**config.mk**
```make
export PLATFORM = sky130hd
export DESIGN_NAME = gated_bipartite_matcher_core_flat
export DESIGN_NICKNAME = d
export VERILOG_FILES = /design/src/design/gbm_pkg.sv /design/src/design/gbm_if.sv /design/src/design/gbm_ctrl.sv /design/src/design/gbm_dp.sv /design/src/design/gated_bipartite_matcher_core.sv /design/src/flat_wrapper.sv
export SDC_FILE = /design/constraint.sdc
export NUM_CORES = 2
export LEC_CHECK = 0
export BUFFER_PORTS_ARGS = -buffer_cell sky130_fd_sc_hd__buf_2
export CAP_MARGIN = 10
export CORE_ASPECT_RATIO = 1.1
export CORE_MARGIN = 2
export CORE_UTILIZATION = 45
export DETAILED_ROUTE_END_ITERATION = 6
export SYNTH_ARGS = -nofsm -noshare
export SYNTH_HDL_FRONTEND = slang
export SYNTH_SLANG_ARGS = --single-unit
```
**constraint.sdc**
```tcl
create_clock -name clk -period 39.2 [get_ports clk]
set_input_delay 3.92 -clock clk [delete_from_list [all_inputs] [get_ports clk]]
set_output_delay 3.92 -clock clk [all_outputs]
set_load 0.005 [all_outputs]
```
**src/design/gbm_pkg.sv**
```systemverilog
`timescale 1ns / 1ps
// ----------------------------------------------------------------------------
// gbm_pkg
// shared types and constants of the gated bipartite matcher
// ----------------------------------------------------------------------------
package gbm_pkg;

    localparam int MaxDets   = 32;
    localparam int MaxTracks = 32;
    localparam int DetW      = $clog2(MaxDets);
    localparam int TrackW    = $clog2(MaxTracks);
    localparam int DetCntW   = $clog2(MaxDets + 1);
    localparam int TrackCntW = $clog2(MaxTracks + 1);
    localparam int SpW       = $clog2(MaxDets + 1);

    localparam logic [15:0] ThresholdReset = 16'd100;

    typedef struct packed {
        logic [4:0]  det_index;
        logic [4:0]  track_index;
        logic [15:0] distance;
        logic [5:0]  det_count;
        logic [5:0]  track_count;
        logic        last_entry;
    } in_item_t;

    typedef struct packed {
        logic [4:0] result_track;
        logic       has_owner;
        logic [4:0] owner_det;
        logic [5:0] match_total;
        logic       last_result;
    } out_item_t;

    // controller to datapath
    typedef struct packed {
        logic load;        // store edge bit of the accepted entry
        logic start;       // latch counts, clear owners
        logic root_push;   // push the next root detection
        logic step;        // one search step on top frame
        logic emit_load;   // load output register with current track
        logic emit_next;   // advance emit track
    } gbm_cmd_t;

    // datapath to controller
    typedef struct packed {
        logic roots_done;  // all detections tried
        logic stack_empty;
        logic emit_done;   // emit track reached track count
        logic no_tracks;
    } gbm_sts_t;

    typedef enum logic [3:0] {
        ST_LOAD  = 4'b0001,
        ST_ROOT  = 4'b0010,
        ST_WALK  = 4'b0100,
        ST_EMIT  = 4'b1000
    } gbm_state_t;

endpackage

```
**src/design/gbm_if.sv**
```systemverilog
`timescale 1ns / 1ps
// ----------------------------------------------------------------------------
// gbm_in_if / gbm_out_if
// valid/ready channels for distance entries and per-track results
// ----------------------------------------------------------------------------
interface gbm_in_if;
    logic              valid;
    logic              ready;
    gbm_pkg::in_item_t data;
    modport source (output valid, output data, input ready);
    modport sink   (input valid, input data, output ready);
endinterface

interface gbm_out_if;
    logic               valid;
    logic               ready;
    gbm_pkg::out_item_t data;
    modport source (output valid, output data, input ready);
    modport sink   (input valid, input data, output ready);
endinterface

```
**src/design/gbm_ctrl.sv**
```systemverilog
`timescale 1ns / 1ps
// ----------------------------------------------------------------------------
// gbm_ctrl
// sequences load, matching walk and result emission
// ----------------------------------------------------------------------------
module gbm_ctrl (
    input  logic             clk,
    input  logic             rst_n,
    input  logic             in_valid,
    input  logic             in_last,
    output logic             in_ready,
    output logic             out_valid,
    input  logic             out_ready,
    input  gbm_pkg::gbm_sts_t sts,
    output gbm_pkg::gbm_cmd_t cmd
);

    gbm_pkg::gbm_state_t state_reg, state_next;
    logic out_valid_reg, out_valid_next;
    logic can_load;

    assign in_ready  = (state_reg == gbm_pkg::ST_LOAD);
    assign out_valid = out_valid_reg;
    assign can_load  = !out_valid_reg || out_ready;

    always_comb
    begin
        state_next     = state_reg;
        out_valid_next = out_valid_reg && !out_ready;
        cmd            = '0;
        case (state_reg)
            gbm_pkg::ST_LOAD:
            begin
                if (in_valid)
                begin
                    cmd.load = 1'b1;
                    if (in_last)
                    begin
                        cmd.start  = 1'b1;
                        state_next = gbm_pkg::ST_ROOT;
                    end
                end
            end
            gbm_pkg::ST_ROOT:
            begin
                if (sts.roots_done)
                    state_next = sts.no_tracks ? gbm_pkg::ST_LOAD : gbm_pkg::ST_EMIT;
                else
                begin
                    cmd.root_push = 1'b1;
                    state_next    = gbm_pkg::ST_WALK;
                end
            end
            gbm_pkg::ST_WALK:
            begin
                if (sts.stack_empty)
                    state_next = gbm_pkg::ST_ROOT;
                else
                    cmd.step = 1'b1;
            end
            gbm_pkg::ST_EMIT:
            begin
                if (sts.emit_done)
                begin
                    if (!out_valid_reg || out_ready)
                        state_next = gbm_pkg::ST_LOAD;
                end
                else if (can_load)
                begin
                    cmd.emit_load  = 1'b1;
                    cmd.emit_next  = 1'b1;
                    out_valid_next = 1'b1;
                end
            end
            default:
                state_next = gbm_pkg::ST_LOAD;
        endcase
    end

    always_ff @(posedge clk or negedge rst_n)
    begin
        if (!rst_n)
        begin
            state_reg     <= gbm_pkg::ST_LOAD;
            out_valid_reg <= 1'b0;
        end
        else
        begin
            state_reg     <= state_next;
            out_valid_reg <= out_valid_next;
        end
    end

    a_onehot: assert property (@(posedge clk) disable iff (!rst_n) $onehot(state_reg))
        else $error("state not one-hot");
    a_no_in_busy: assert property (@(posedge clk) disable iff (!rst_n)
        (state_reg != gbm_pkg::ST_LOAD) |-> !in_ready)
        else $error("input ready while matching");
    a_emit_only: assert property (@(posedge clk) disable iff (!rst_n)
        $rose(out_valid_reg) |-> $past(state_reg == gbm_pkg::ST_EMIT))
        else $error("result raised outside emit");
    a_start_once: assert property (@(posedge clk) disable iff (!rst_n)
        cmd.start |=> (state_reg == gbm_pkg::ST_ROOT))
        else $error("start did not enter matching");

endmodule

```
**src/design/gbm_dp.sv**
```systemverilog
`timescale 1ns / 1ps
// ----------------------------------------------------------------------------
// gbm_dp
// edge matrix, owner table, search stack and result register
// ----------------------------------------------------------------------------
module gbm_dp (
    input  logic               clk,
    input  logic               rst_n,
    input  logic [15:0]        match_threshold,
    input  gbm_pkg::in_item_t  in_data,
    input  gbm_pkg::gbm_cmd_t  cmd,
    output gbm_pkg::gbm_sts_t  sts,
    output gbm_pkg::out_item_t out_data
);

    localparam int Nd = gbm_pkg::MaxDets;
    localparam int Nt = gbm_pkg::MaxTracks;
    localparam int Dw = gbm_pkg::DetW;
    localparam int Tw = gbm_pkg::TrackW;

    logic [Nt-1:0] edge_rows_reg [Nd];
    logic [Dw-1:0] track_owner_reg [Nt];
    logic [Nt-1:0] owner_valid_reg;
    logic [Nt-1:0] visited_reg;
    logic [Dw-1:0] stk_det_reg [Nd];
    logic [Tw-1:0] stk_pos_reg [Nd];
    logic [gbm_pkg::SpW-1:0] sp_reg;
    logic          child_ok_reg;  // previous popped frame succeeded
    logic          child_fail_reg;
    logic [gbm_pkg::DetCntW-1:0]   nd_reg, root_reg, total_reg;
    logic [gbm_pkg::TrackCntW-1:0] nt_reg, emit_reg;
    gbm_pkg::out_item_t out_reg;

    logic [gbm_pkg::DetCntW-1:0]   nd_sat;
    logic [gbm_pkg::TrackCntW-1:0] nt_sat;
    logic [Dw-1:0]  top_det;
    logic [Tw-1:0]  top_pos;
    logic [Dw-1:0]  top_idx;
    logic [Nt-1:0]  cand;
    logic           found;
    logic [Tw-1:0]  found_t;
    logic [Tw-1:0]  start_t;
    logic [Tw-1:0]  emit_t;

    assign nd_sat = (in_data.det_count > 6'(Nd)) ? gbm_pkg::DetCntW'(Nd)
                                                 : gbm_pkg::DetCntW'(in_data.det_count);
    assign nt_sat = (in_data.track_count > 6'(Nt)) ? gbm_pkg::TrackCntW'(Nt)
                                                   : gbm_pkg::TrackCntW'(in_data.track_count);

    assign top_idx = Dw'(sp_reg - 1'b1);
    assign top_det = stk_det_reg[top_idx];
    assign top_pos = stk_pos_reg[top_idx];
    assign start_t = child_fail_reg ? Tw'(top_pos + 1'b1) : top_pos;

    // priority pick of the lowest unvisited edge at or above the cursor
    always_comb
    begin
        found   = 1'b0;
        found_t = '0;
        for (int i = 0; i < Nt; i++)
        begin
            cand[i] = edge_rows_reg[top_det][i] && !visited_reg[i]
                      && (i < int'(nt_reg)) && (i >= int'(start_t))
                      && !(child_fail_reg && top_pos == Tw'(Nt - 1));
        end
        for (int i = Nt - 1; i >= 0; i--)
        begin
            if (cand[i])
            begin
                found   = 1'b1;
                found_t = Tw'(i);
            end
        end
    end

    assign emit_t = Tw'(emit_reg);
    assign sts.roots_done  = (root_reg == nd_reg);
    assign sts.stack_empty = (sp_reg == '0);
    assign sts.emit_done   = (emit_reg == nt_reg);
    assign sts.no_tracks   = (nt_reg == '0);
    assign out_data        = out_reg;

    always_ff @(posedge clk)
    begin
        if (cmd.load && gbm_pkg::DetCntW'(in_data.det_index) < gbm_pkg::DetCntW'(Nd)
            && gbm_pkg::TrackCntW'(in_data.track_index) < gbm_pkg::TrackCntW'(Nt))
            edge_rows_reg[in_data.det_index][in_data.track_index]
                <= (in_data.distance < match_threshold);
        if (cmd.root_push)
        begin
            stk_det_reg[0] <= Dw'(root_reg);
            stk_pos_reg[0] <= '0;
        end
        if (cmd.step && !child_ok_reg)
        begin
            if (found)
            begin
                stk_pos_reg[top_idx] <= found_t;
                if (owner_valid_reg[found_t] && sp_reg < gbm_pkg::SpW'(Nd))
                begin
                    stk_det_reg[Dw'(sp_reg)] <= track_owner_reg[found_t];
                    stk_pos_reg[Dw'(sp_reg)] <= '0;
                end
            end
        end
        if (cmd.step)
        begin
            if (child_ok_reg)
                track_owner_reg[top_pos] <= top_det;
            else if (found && !owner_valid_reg[found_t])
                track_owner_reg[found_t] <= top_det;
        end
        if (cmd.emit_load)
        begin
            out_reg.result_track <= emit_t;
            out_reg.has_owner    <= owner_valid_reg[emit_t];
            out_reg.owner_det    <= owner_valid_reg[emit_t] ? track_owner_reg[emit_t] : '0;
            out_reg.match_total  <= 6'(total_reg);
            out_reg.last_result  <= (emit_reg + 1'b1 == nt_reg);
        end
    end

    always_ff @(posedge clk or negedge rst_n)
    begin
        if (!rst_n)
        begin
            owner_valid_reg <= '0;
            visited_reg     <= '0;
            sp_reg          <= '0;
            child_ok_reg    <= 1'b0;
            child_fail_reg  <= 1'b0;
            nd_reg          <= '0;
            nt_reg          <= '0;
            root_reg        <= '0;
            total_reg       <= '0;
            emit_reg        <= '0;
        end
        else
        begin
            if (cmd.start)
            begin
                nd_reg          <= nd_sat;
                nt_reg          <= nt_sat;
                root_reg        <= '0;
                total_reg       <= '0;
                emit_reg        <= '0;
                owner_valid_reg <= '0;
            end
            if (cmd.root_push)
            begin
                sp_reg         <= gbm_pkg::SpW'(1);
                visited_reg    <= '0;
                child_ok_reg   <= 1'b0;
                child_fail_reg <= 1'b0;
                root_reg       <= root_reg + 1'b1;
            end
            if (cmd.step)
            begin
                if (child_ok_reg)
                begin
                    owner_valid_reg[top_pos] <= 1'b1;
                    sp_reg <= sp_reg - 1'b1;
                    if (sp_reg == gbm_pkg::SpW'(1))
                        total_reg <= total_reg + 1'b1;
                end
                else if (!found)
                begin
                    sp_reg         <= sp_reg - 1'b1;
                    child_fail_reg <= 1'b1;
                end
                else
                begin
                    visited_reg[found_t] <= 1'b1;
                    if (!owner_valid_reg[found_t])
                    begin
                        owner_valid_reg[found_t] <= 1'b1;
                        sp_reg         <= sp_reg - 1'b1;
                        child_ok_reg   <= 1'b1;
                        child_fail_reg <= 1'b0;
                        if (sp_reg == gbm_pkg::SpW'(1))
                            total_reg <= total_reg + 1'b1;
                    end
                    else if (sp_reg < gbm_pkg::SpW'(Nd))
                    begin
                        sp_reg         <= sp_reg + 1'b1;
                        child_fail_reg <= 1'b0;
                    end
                    else
                        child_fail_reg <= 1'b1;
                end
            end
            if (cmd.emit_next)
                emit_reg <= emit_reg + 1'b1;
        end
    end

    a_sp_bound: assert property (@(posedge clk) disable iff (!rst_n)
        sp_reg <= gbm_pkg::SpW'(Nd))
        else $error("stack overflow");
    a_total_bound: assert property (@(posedge clk) disable iff (!rst_n)
        total_reg <= root_reg)
        else $error("more matches than roots");
    a_flags: assert property (@(posedge clk) disable iff (!rst_n)
        !(child_ok_reg && child_fail_reg))
        else $error("child both ok and failed");

endmodule

```
**src/design/gated_bipartite_matcher_core.sv**
```systemverilog
`timescale 1ns / 1ps
// ----------------------------------------------------------------------------
// gated_bipartite_matcher_core
// maximum bipartite matching over gated detection-to-track edges
// ----------------------------------------------------------------------------
// Usage:
//   distance entries arrive on in_ch, one transfer per cycle while loading;
//   each stores one edge bit (distance below match_threshold). The entry with
//   last_entry set starts a round: ready drops while a depth-first walk on
//   an explicit stack runs, one search step per cycle. Each detection root
//   is pushed in ST_ROOT and walked in ST_WALK until the stack is empty;
//   ST_ROOT ends the walk once every detection has been tried. Then one
//   result per track leaves on out_ch through an output register, one per
//   cycle while the receiver is ready; a stall simply holds the register.
//   Loading resumes in the cycle after the last result is transferred.
//   match_threshold is written through cfg_we/cfg_data; writing it only
//   while idle is up to the user, as the block has no check for it.
//   Reset: threshold returns to 100, owners and control clear; edge bits
//   are undefined until written.
// ----------------------------------------------------------------------------
module gated_bipartite_matcher_core (
    input  logic        clk,
    input  logic        rst_n,
    input  logic        cfg_we,
    input  logic [15:0] cfg_data,
    gbm_in_if.sink      in_ch,
    gbm_out_if.source   out_ch
);

    logic [15:0] threshold_reg;
    gbm_pkg::gbm_cmd_t cmd;
    gbm_pkg::gbm_sts_t sts;

    always_ff @(posedge clk or negedge rst_n)
    begin
        if (!rst_n)
            threshold_reg <= gbm_pkg::ThresholdReset;
        else if (cfg_we)
            threshold_reg <= cfg_data;
    end

    gbm_ctrl u_ctrl (
        .clk       (clk),
        .rst_n     (rst_n),
        .in_valid  (in_ch.valid),
        .in_last   (in_ch.data.last_entry),
        .in_ready  (in_ch.ready),
        .out_valid (out_ch.valid),
        .out_ready (out_ch.ready),
        .sts       (sts),
        .cmd       (cmd)
    );

    gbm_dp u_dp (
        .clk             (clk),
        .rst_n           (rst_n),
        .match_threshold (threshold_reg),
        .in_data         (in_ch.data),
        .cmd             (cmd),
        .sts             (sts),
        .out_data        (out_ch.data)
    );

endmodule
```
**src/flat_wrapper.sv**
```systemverilog
// flat-port wrapper written by rule: the top's interface ports become plain ports
module gated_bipartite_matcher_core_flat 
  (clk, rst_n, cfg_we, cfg_data, in_ch_valid, in_ch_data, in_ch_ready, out_ch_valid, out_ch_data, out_ch_ready);
  gbm_in_if in_ch_i ();
  gbm_out_if out_ch_i ();
  input  logic clk;
  input  logic rst_n;
  input  logic cfg_we;
  input  logic [15:0] cfg_data;
  input wire logic [$bits(in_ch_i.valid)-1:0] in_ch_valid;
  input wire logic [$bits(in_ch_i.data)-1:0] in_ch_data;
  output wire logic [$bits(in_ch_i.ready)-1:0] in_ch_ready;
  output wire logic [$bits(out_ch_i.valid)-1:0] out_ch_valid;
  output wire logic [$bits(out_ch_i.data)-1:0] out_ch_data;
  input wire logic [$bits(out_ch_i.ready)-1:0] out_ch_ready;
  assign in_ch_i.valid = in_ch_valid;
  assign in_ch_i.data = in_ch_data;
  assign in_ch_ready = in_ch_i.ready;
  assign out_ch_valid = out_ch_i.valid;
  assign out_ch_data = out_ch_i.data;
  assign out_ch_i.ready = out_ch_ready;
  gated_bipartite_matcher_core u_core (.clk(clk), .rst_n(rst_n), .cfg_we(cfg_we), .cfg_data(cfg_data), .in_ch(in_ch_i), .out_ch(out_ch_i));
endmodule
```
# Word-level counts from Yosys, hierarchy flattened
# Memories as Yosys holds them, arrays and structs flattened. A register that Yosys moved wholly into a read port is not among the register bits.
# Index checks and enable logic that the tools add are counted.
[word_totals]
reg_bits = 136
n_memories = 4
in_bits = 60
wordCells = 460
ram_bits = 1504
[memory_table]
columns = ["name", "words", "width", "rd", "rd_clocked_by_memory_dff", "wr", "line_no", "rtl"]
rows = [
  ["u_core.u_dp.edge_rows_reg", 32, 32, 1, 0, 1, "gbm_dp.sv:21", "logic [Nt-1:0] edge_rows_reg [Nd];"],
  ["u_core.u_dp.stk_det_reg", 32, 5, 1, 0, 1, "gbm_dp.sv:25", "logic [Dw-1:0] stk_det_reg [Nd];"],
  ["u_core.u_dp.stk_pos_reg", 32, 5, 1, 0, 2, "gbm_dp.sv:26", "logic [Tw-1:0] stk_pos_reg [Nd];"],
  ["u_core.u_dp.track_owner_reg", 32, 5, 2, 1, 1, "gbm_dp.sv:22", "logic [Dw-1:0] track_owner_reg [Nt];"],
]
[op_classes]
bitwise = 3
eq_ne = 14
n_addsub = 6
n_mux = 160
magnitude_cmp = 74
reduce_logical = 182
[ops]
columns = ["cell", "count"]
rows = [
  ["$mux 32", 10],
  ["$mux 5", 39],
  ["$logic_and 1x1->1", 135],
  ["$mux 6", 17],
  ["$lt 5x6->1 const A", 16],
  ["$or 32x32->32", 3],
  ["$mux 1", 76],
  ["$ge 5x5->1 const A", 15],
  ["$lt 4x6->1 const A", 8],
  ["$ge 4x5->1 const A", 8],
  ["$logic_not 1->1", 38],
  ["$mux 4", 7],
  ["$add 6x1->6 const B", 4],
  ["$lt 3x6->1 const A", 4],
  ["$lt 5x6->1 const B", 4],
  ["$ge 3x5->1 const A", 4],
  ["$eq 6x6->1", 3],
  ["$lt 16x16->1", 1],
  ["$pmux 4 s4", 1],
  ["$demux 1 s5", 3],
  ["$ge 5x1->1 const B", 3],
  ["$reduce_or 5->1", 3],
  ["$gt 6x6->1 const B", 2],
  ["$logic_not 6->1", 2],
  ["20 further kinds", 33],
]

# Logic depth before layout (Yosys ltp)
# An unclocked memory read counts as a cell.
[logic_depth]
word_depth = 48
ltp_mapped = 37

# By module
# Synthesis repeated with hierarchy kept, for this count alone.
[hier_totals]
cells_unflattened = 6316
hier_area_um2 = 76821.2
[modules_own_cells]
columns = ["mod", "instances", "seq_area_each_um2", "cells_each", "area_per_inst_um2"]
rows = [
  ["gbm_dp", 1, 46654.7, 6238, 75768.9],
  ["gated_bipartite_matcher_core", 1, 404.1, 34, 653.1],
  ["gbm_ctrl", 1, 126.4, 44, 399.1],
]

# Worst setup path after synthesis
# Ideal clock, no wire load.
[synth_timing]
path_type = "in2reg"
start = "input port in_ch_data[14]"
end = "memory u_core.u_dp.edge_rows_reg[0][0] (netlist name), data pin"
slack_ns = 0.216
required_time_ns = 33.517
cell_stages = 19
path_buffers = 0
arrival_time_ns = 33.301
path_cell_list = "ha_1 a21o_1 a21o_1 a21o_1 a21o_1 a21o_1 a21oi_1 nor2b_1 o21ai_0 nand2b_1 a21oi_1 nor2b_1 o21ai_0 nand2b_1 a21oi_1 nor2b_1 o21ai_0 nand2b_1 a21oi_1"
[synth_via]
elab_chain_cells = 1
[synth_rtl]
columns = ["element", "line_no", "rtl"]
rows = [
  ["start: declaration", "flat_wrapper.sv:11", "input wire logic [$bits(in_ch_i.data)-1:0] in_ch_data;"],
  ["$lt 16x16->1", "gbm_dp.sv:88", "<= (in_data.distance < match_threshold);"],
  ["end: declaration", "gbm_dp.sv:21", ""],
]
# Every way passes these cells.

# Worst setup path after layout
[layout_timing]
start = "register u_core.u_dp.sp_reg[0] (netlist name)"
end = "memory u_core.u_dp.stk_det_reg[0][1] (netlist name), enable pin"
[layout_via]
elab_chain_cells = 47
[layout_rtl]
columns = ["element", "line_no", "rtl"]
rows = [
  ["start: declaration", "gbm_dp.sv:27", "logic [gbm_pkg::SpW-1:0] sp_reg;"],
  ["start signal: assignment", "gbm_dp.sv:151", "sp_reg <= gbm_pkg::SpW'(1);"],
  ["start signal: assignment", "gbm_dp.sv:162", "sp_reg <= sp_reg - 1'b1;"],
  ["start signal: assignment", "gbm_dp.sv:168", "sp_reg <= sp_reg - 1'b1;"],
  ["$sub 6x1->6", "n/a", ""],
  ["$mem_v2 32x5 (on tied branches)", "n/a", ""],
  ["$add 5x1->5, or another cell as far along", "gbm_dp.sv:53", "assign start_t = child_fail_reg ? Tw'(top_pos + 1'b1) : top_pos;"],
  ["$mux 5, or another cell as far along", "gbm_dp.sv:53", ""],
  ["$ge 5x5->1, or another cell as far along", "gbm_dp.sv:63", "&& (i < int'(nt_reg)) && (i >= int'(start_t))"],
  ["$logic_and 1x1->1 (on tied branches)", "gbm_dp.sv:63, gbm_dp.sv:64", ""],
  ["$logic_and 1x1->1 or $mux 5 (tied branches)", "gbm_dp.sv:64, gbm_dp.sv:68", ""],
  ["$mux 5 (31 in a row)", "gbm_dp.sv:68", "if (cand[i])"],
  ["$bmux 1 s5", "gbm_dp.sv:99", "if (owner_valid_reg[found_t] && sp_reg < gbm_pkg::SpW'(Nd))"],
  ["$mux 1 (not written as such)", "gbm_dp.sv:99", ""],
  ["$logic_and 1x1->1", "gbm_dp.sv:99", ""],
  ["$mux 1", "gbm_dp.sv:99", ""],
  ["$mux 1", "gbm_dp.sv:96", "if (found)"],
  ["$mux 1", "gbm_dp.sv:94", "if (cmd.step && !child_ok_reg)"],
  ["$mux 1 (not written as such)", "gbm_dp.sv:101", "stk_det_reg[Dw'(sp_reg)] <= track_owner_reg[found_t];"],
  ["$reduce_or 5->1 (no line)", "n/a", ""],
  ["$mux 5 (no line) or $mux 1 (tied branches)", "n/a", ""],
  ["end: declaration", "gbm_dp.sv:25", ""],
]
# Parallel ways exist; a longest one is shown, timed or not. The select of a mux whose other input is x is not followed.

==> impl_metrics.py <==
metrics = {
    "floorplanning": {
        "die_h_um": 438,
        "rows": 159,
        "die_area_um2": 175000,
        "io_pins": 80,
        "core_area_um2": 170000,
        "start_util": 0.453,
        "die_w_um": 399,
    },
    "synth": {
        "syn_area_um2": 77200,
        "synth_seq_cells": 1645,
        "syn_nets": 6740,
        "yosysWarnings": 0,
        "syn_inst": 6652,
        "synth_common_cells": "edfxtp_1, nor2_1, nand2_1, mux2i_1, clkbuf_1",
        "synth.yosys.seq_area_share": 0.612,
        "synth.top_cell.area_share": 0.530,
        "synth_area_leaders": "edfxtp_1, nor2_1, mux2i_1, nand2_1, mux4_2",
        "synth.most_common_cell": "edfxtp_1",
        "dominantRegCellSynth": "edfxtp_1",
        "synth_edf_count": 1362,
        "async_reset_ff_frac": 0.0748,
        "yosys.area.top_type": "edfxtp_1",
        "synthDistinctLibCells": 117,
        "avgSynthCellArea_um2": 11.6,
    },
    "timing": {
        "hold_viol": 0,
        "hold_ws_ns": 0.485,
        "max_freq_mhz": 78.2,
        "tns_ns": 0,
        "worstMarginPinSlew_ns": 1.49,
        "fin_crit_ns": 12.78,
        "min_period_over_period": 0.326,
        "drv_slew": 0,
        "layout_setup_ws_ns": 26.42,
        "rsz0062_at_grt": "false",
        "setup_violations": 0,
        "skew_ns": 0.0450,
        "slew_headroom": 0.00996,
    },
    "placement": {
        "portBuffers": 79,
        "dp_slack_ns": 26.60,
        "place_inst": 8540,
        "hpwl_mm": 141,
        "finalWeightedCongestion": 0.964,
    },
    "worst_setup_path": {
        "cp.required_ns": 39.66,
        "rr_startpoint": "u_core.u_dp.sp_reg[0]$_DFF_PN0_",
        "critPathTopFamily": "buffers and inverters",
        "cp_max_fo": 139,
        "cp-end-kind": "register",
        "cp-start-kind": "register",
        "crit_start": "u_core.u_dp.sp_reg[0]$_DFF_PN0_",
        "setup.worst_path.end": "u_core.u_dp.stk_det_reg[0][1]$_DFFE_PP_",
        "crit_type": "reg2reg",
        "crit_cells": 27,
        "cpMostUsedCell": "buf_4",
        "cp_num_buf_inv": 7,
        "r2r_cells": 27,
        "crit_slowest_cell": "dfrtp_4",
        "rrSetupSlack_ns": 26.42,
        "critPathArrivalTime_ns": 13.24,
        "r2r-end": "u_core.u_dp.stk_det_reg[0][1]$_DFFE_PP_",
        "critPathMaxStageDelay_ns": 1.04,
    },
    "drt": {
        "first_pass_iters": 6,
        "via_count": 54800,
        "via_per_inst": 6.18,
        "drt_wl_total_mm": 244,
        "ant_nets": 0,
        "drcViolationCount": 0,
        "first_iter_violations": 6475,
        "wl_per_cell_um": 27.5,
    },
    "min_path": {
        "hold_path.class": "reg2reg",
    },
    "clock_network": {
        "cts-buffers-inserted": 173,
        "cts_tree": "yes",
        "post_cts_resize_count": 0,
        "root_buffer": "clkbuf_16",
        "path_clk_slew_ns": 0.06,
        "postCtsSetupBuffers": 0,
        "htreeDepth": 4,
        "insertion_delay_ns": 0.85,
        "cts-hold-fix-buffers": 0,
        "clock_sinks": 1645,
        "cts.path.max_buffers": 3,
    },
    "global_routing": {
        "grt_pass1_wl_mm": 357,
        "grtUsageTotal": 0.276,
        "grt_pass1_vias": 52600,
        "grt_antenna_before_repair": 5,
        "grt-ovfl-total": 0,
        "grt_max_degree": 275,
    },
    "run_status": {
        "status": "finished, final reports clean",
    },
    "finish": {
        "antenna_cells": 0,
        "final_nets": 6558,
        "largest_reg_flops": 1024,
        "fillers": 15000,
        "drive_gt1_frac": 0.121,
        "layoutNonFillerInstCount": 8868,
        "areaGrowthSynthToFinish_pct": 10.2,
    },
    "run": {
        "max-cap-violations": 0,
    },
}
area by class of cell:
cell class / count / area (um^2) / area share
clock buffer: 220 / 4670 / 0.0549
clock inverter: 99 / 1080 / 0.0128
inverter: 93 / 378 / 0.00444
multi-input combinational: 4352 / 27400 / 0.322
sequential: 1645 / 47200 / 0.555
tap: 2254 / 2820 / 0.0332
timing repair buffer: 205 / 1530 / 0.0180
cells in the final DEF (no fill, tap or decap), types with 26 or more instances in the layout:
master	synthesis	layout
nand3_1	324	323
clkinv_2	0	33
nand2b_1	34	33
o21ai_0	165	164
inv_1	88	86
a22oi_1	31	31
a2111oi_0	42	41
nor3_1	33	26
ha_1	28	27
nand2_1	944	911
mux4_2	152	152
dfxtp_1	160	160
a41oi_1	54	54
nor2_1	1212	1209
a211oi_1	36	34
clkinv_1	1	30
a31oi_1	179	174
clkbuf_16	0	177
clkbuf_1	325	35
nand4_1	29	29
and3_1	36	36
mux2i_1	429	429
buf_4	43	111
nand2_2	3	26
edfxtp_1	1362	1362
mux2_2	59	59
buf_2	104	79
a21oi_1	87	84
a311oi_1	53	53
dfrtp_1	119	116
layer usage:
layer  part of all wire  global-route usage  vias up
li1                   -                   -    23900
met1               0.40               0.362    27800
met2               0.48               0.452     2502
met3              0.076              0.0465      555
met4              0.045               0.118        2
met5           0.000049                   0        -
metrics by stage:
step | utilization | instance area, um^2
5_1_grt | 0.499 | 85000
3_5_place_dp | 0.464 | 79100
2_1_floorplan | - | 77200
6_report | 0.499 | 85000
3_3_place_gp | 0.464 | 79100
4_1_cts | 0.498 | 84900
how the worst min path moves through the flow:
stage,endpoint,from,slack [ns],cells past startpoint
final,u_core.u_dp.visited_reg[6]$_DFF_PN0_,u_core.u_dp.visited_reg[6]$_DFF_PN0_,0.49,2
after detailed placement,u_core.u_dp.visited_reg[23]$_DFF_PN0_,u_core.u_dp.visited_reg[23]$_DFF_PN0_,0.47,2
after global placement,u_core.u_dp.visited_reg[31]$_DFF_PN0_,u_core.u_dp.visited_reg[31]$_DFF_PN0_,0.46,2
after floorplan,u_core.u_dp.out_data[17]$_DFFE_PP_,u_core.u_dp.emit_reg[4]$_DFFE_PN0P_,0.42,0
after CTS,u_core.u_dp.visited_reg[23]$_DFF_PN0_,u_core.u_dp.visited_reg[23]$_DFF_PN0_,0.48,2
after global routing,u_core.u_dp.stk_pos_reg[0][4]$_SDFFE_PP0P_,u_core.u_dp.stk_pos_reg[0][4]$_SDFFE_PP0P_,0.51,1
worst min-delay path, delay by kind of cell, from the launching register on:
family,cells,cell delay [ns]
flip-flops,1,0.35
AO/OA/AOI/OAI,1,0.06
AND/OR/NAND/NOR,1,0.05
cells by family after synthesis:
family,after synthesis,synth area share
AO/OA/AOI/OAI,884,0.0814
XOR/XNOR,28,0.00352
adder cells (fa/ha/maj),28,0.00454
buffers and inverters,655,0.0383
flip-flops,1645,0.612
multiplexers,643,0.109
AND/OR/NAND/NOR,2769,0.152
Power is not shown: default switching activity piles up to over one toggle a cycle in this logic, so the estimate is an artifact.
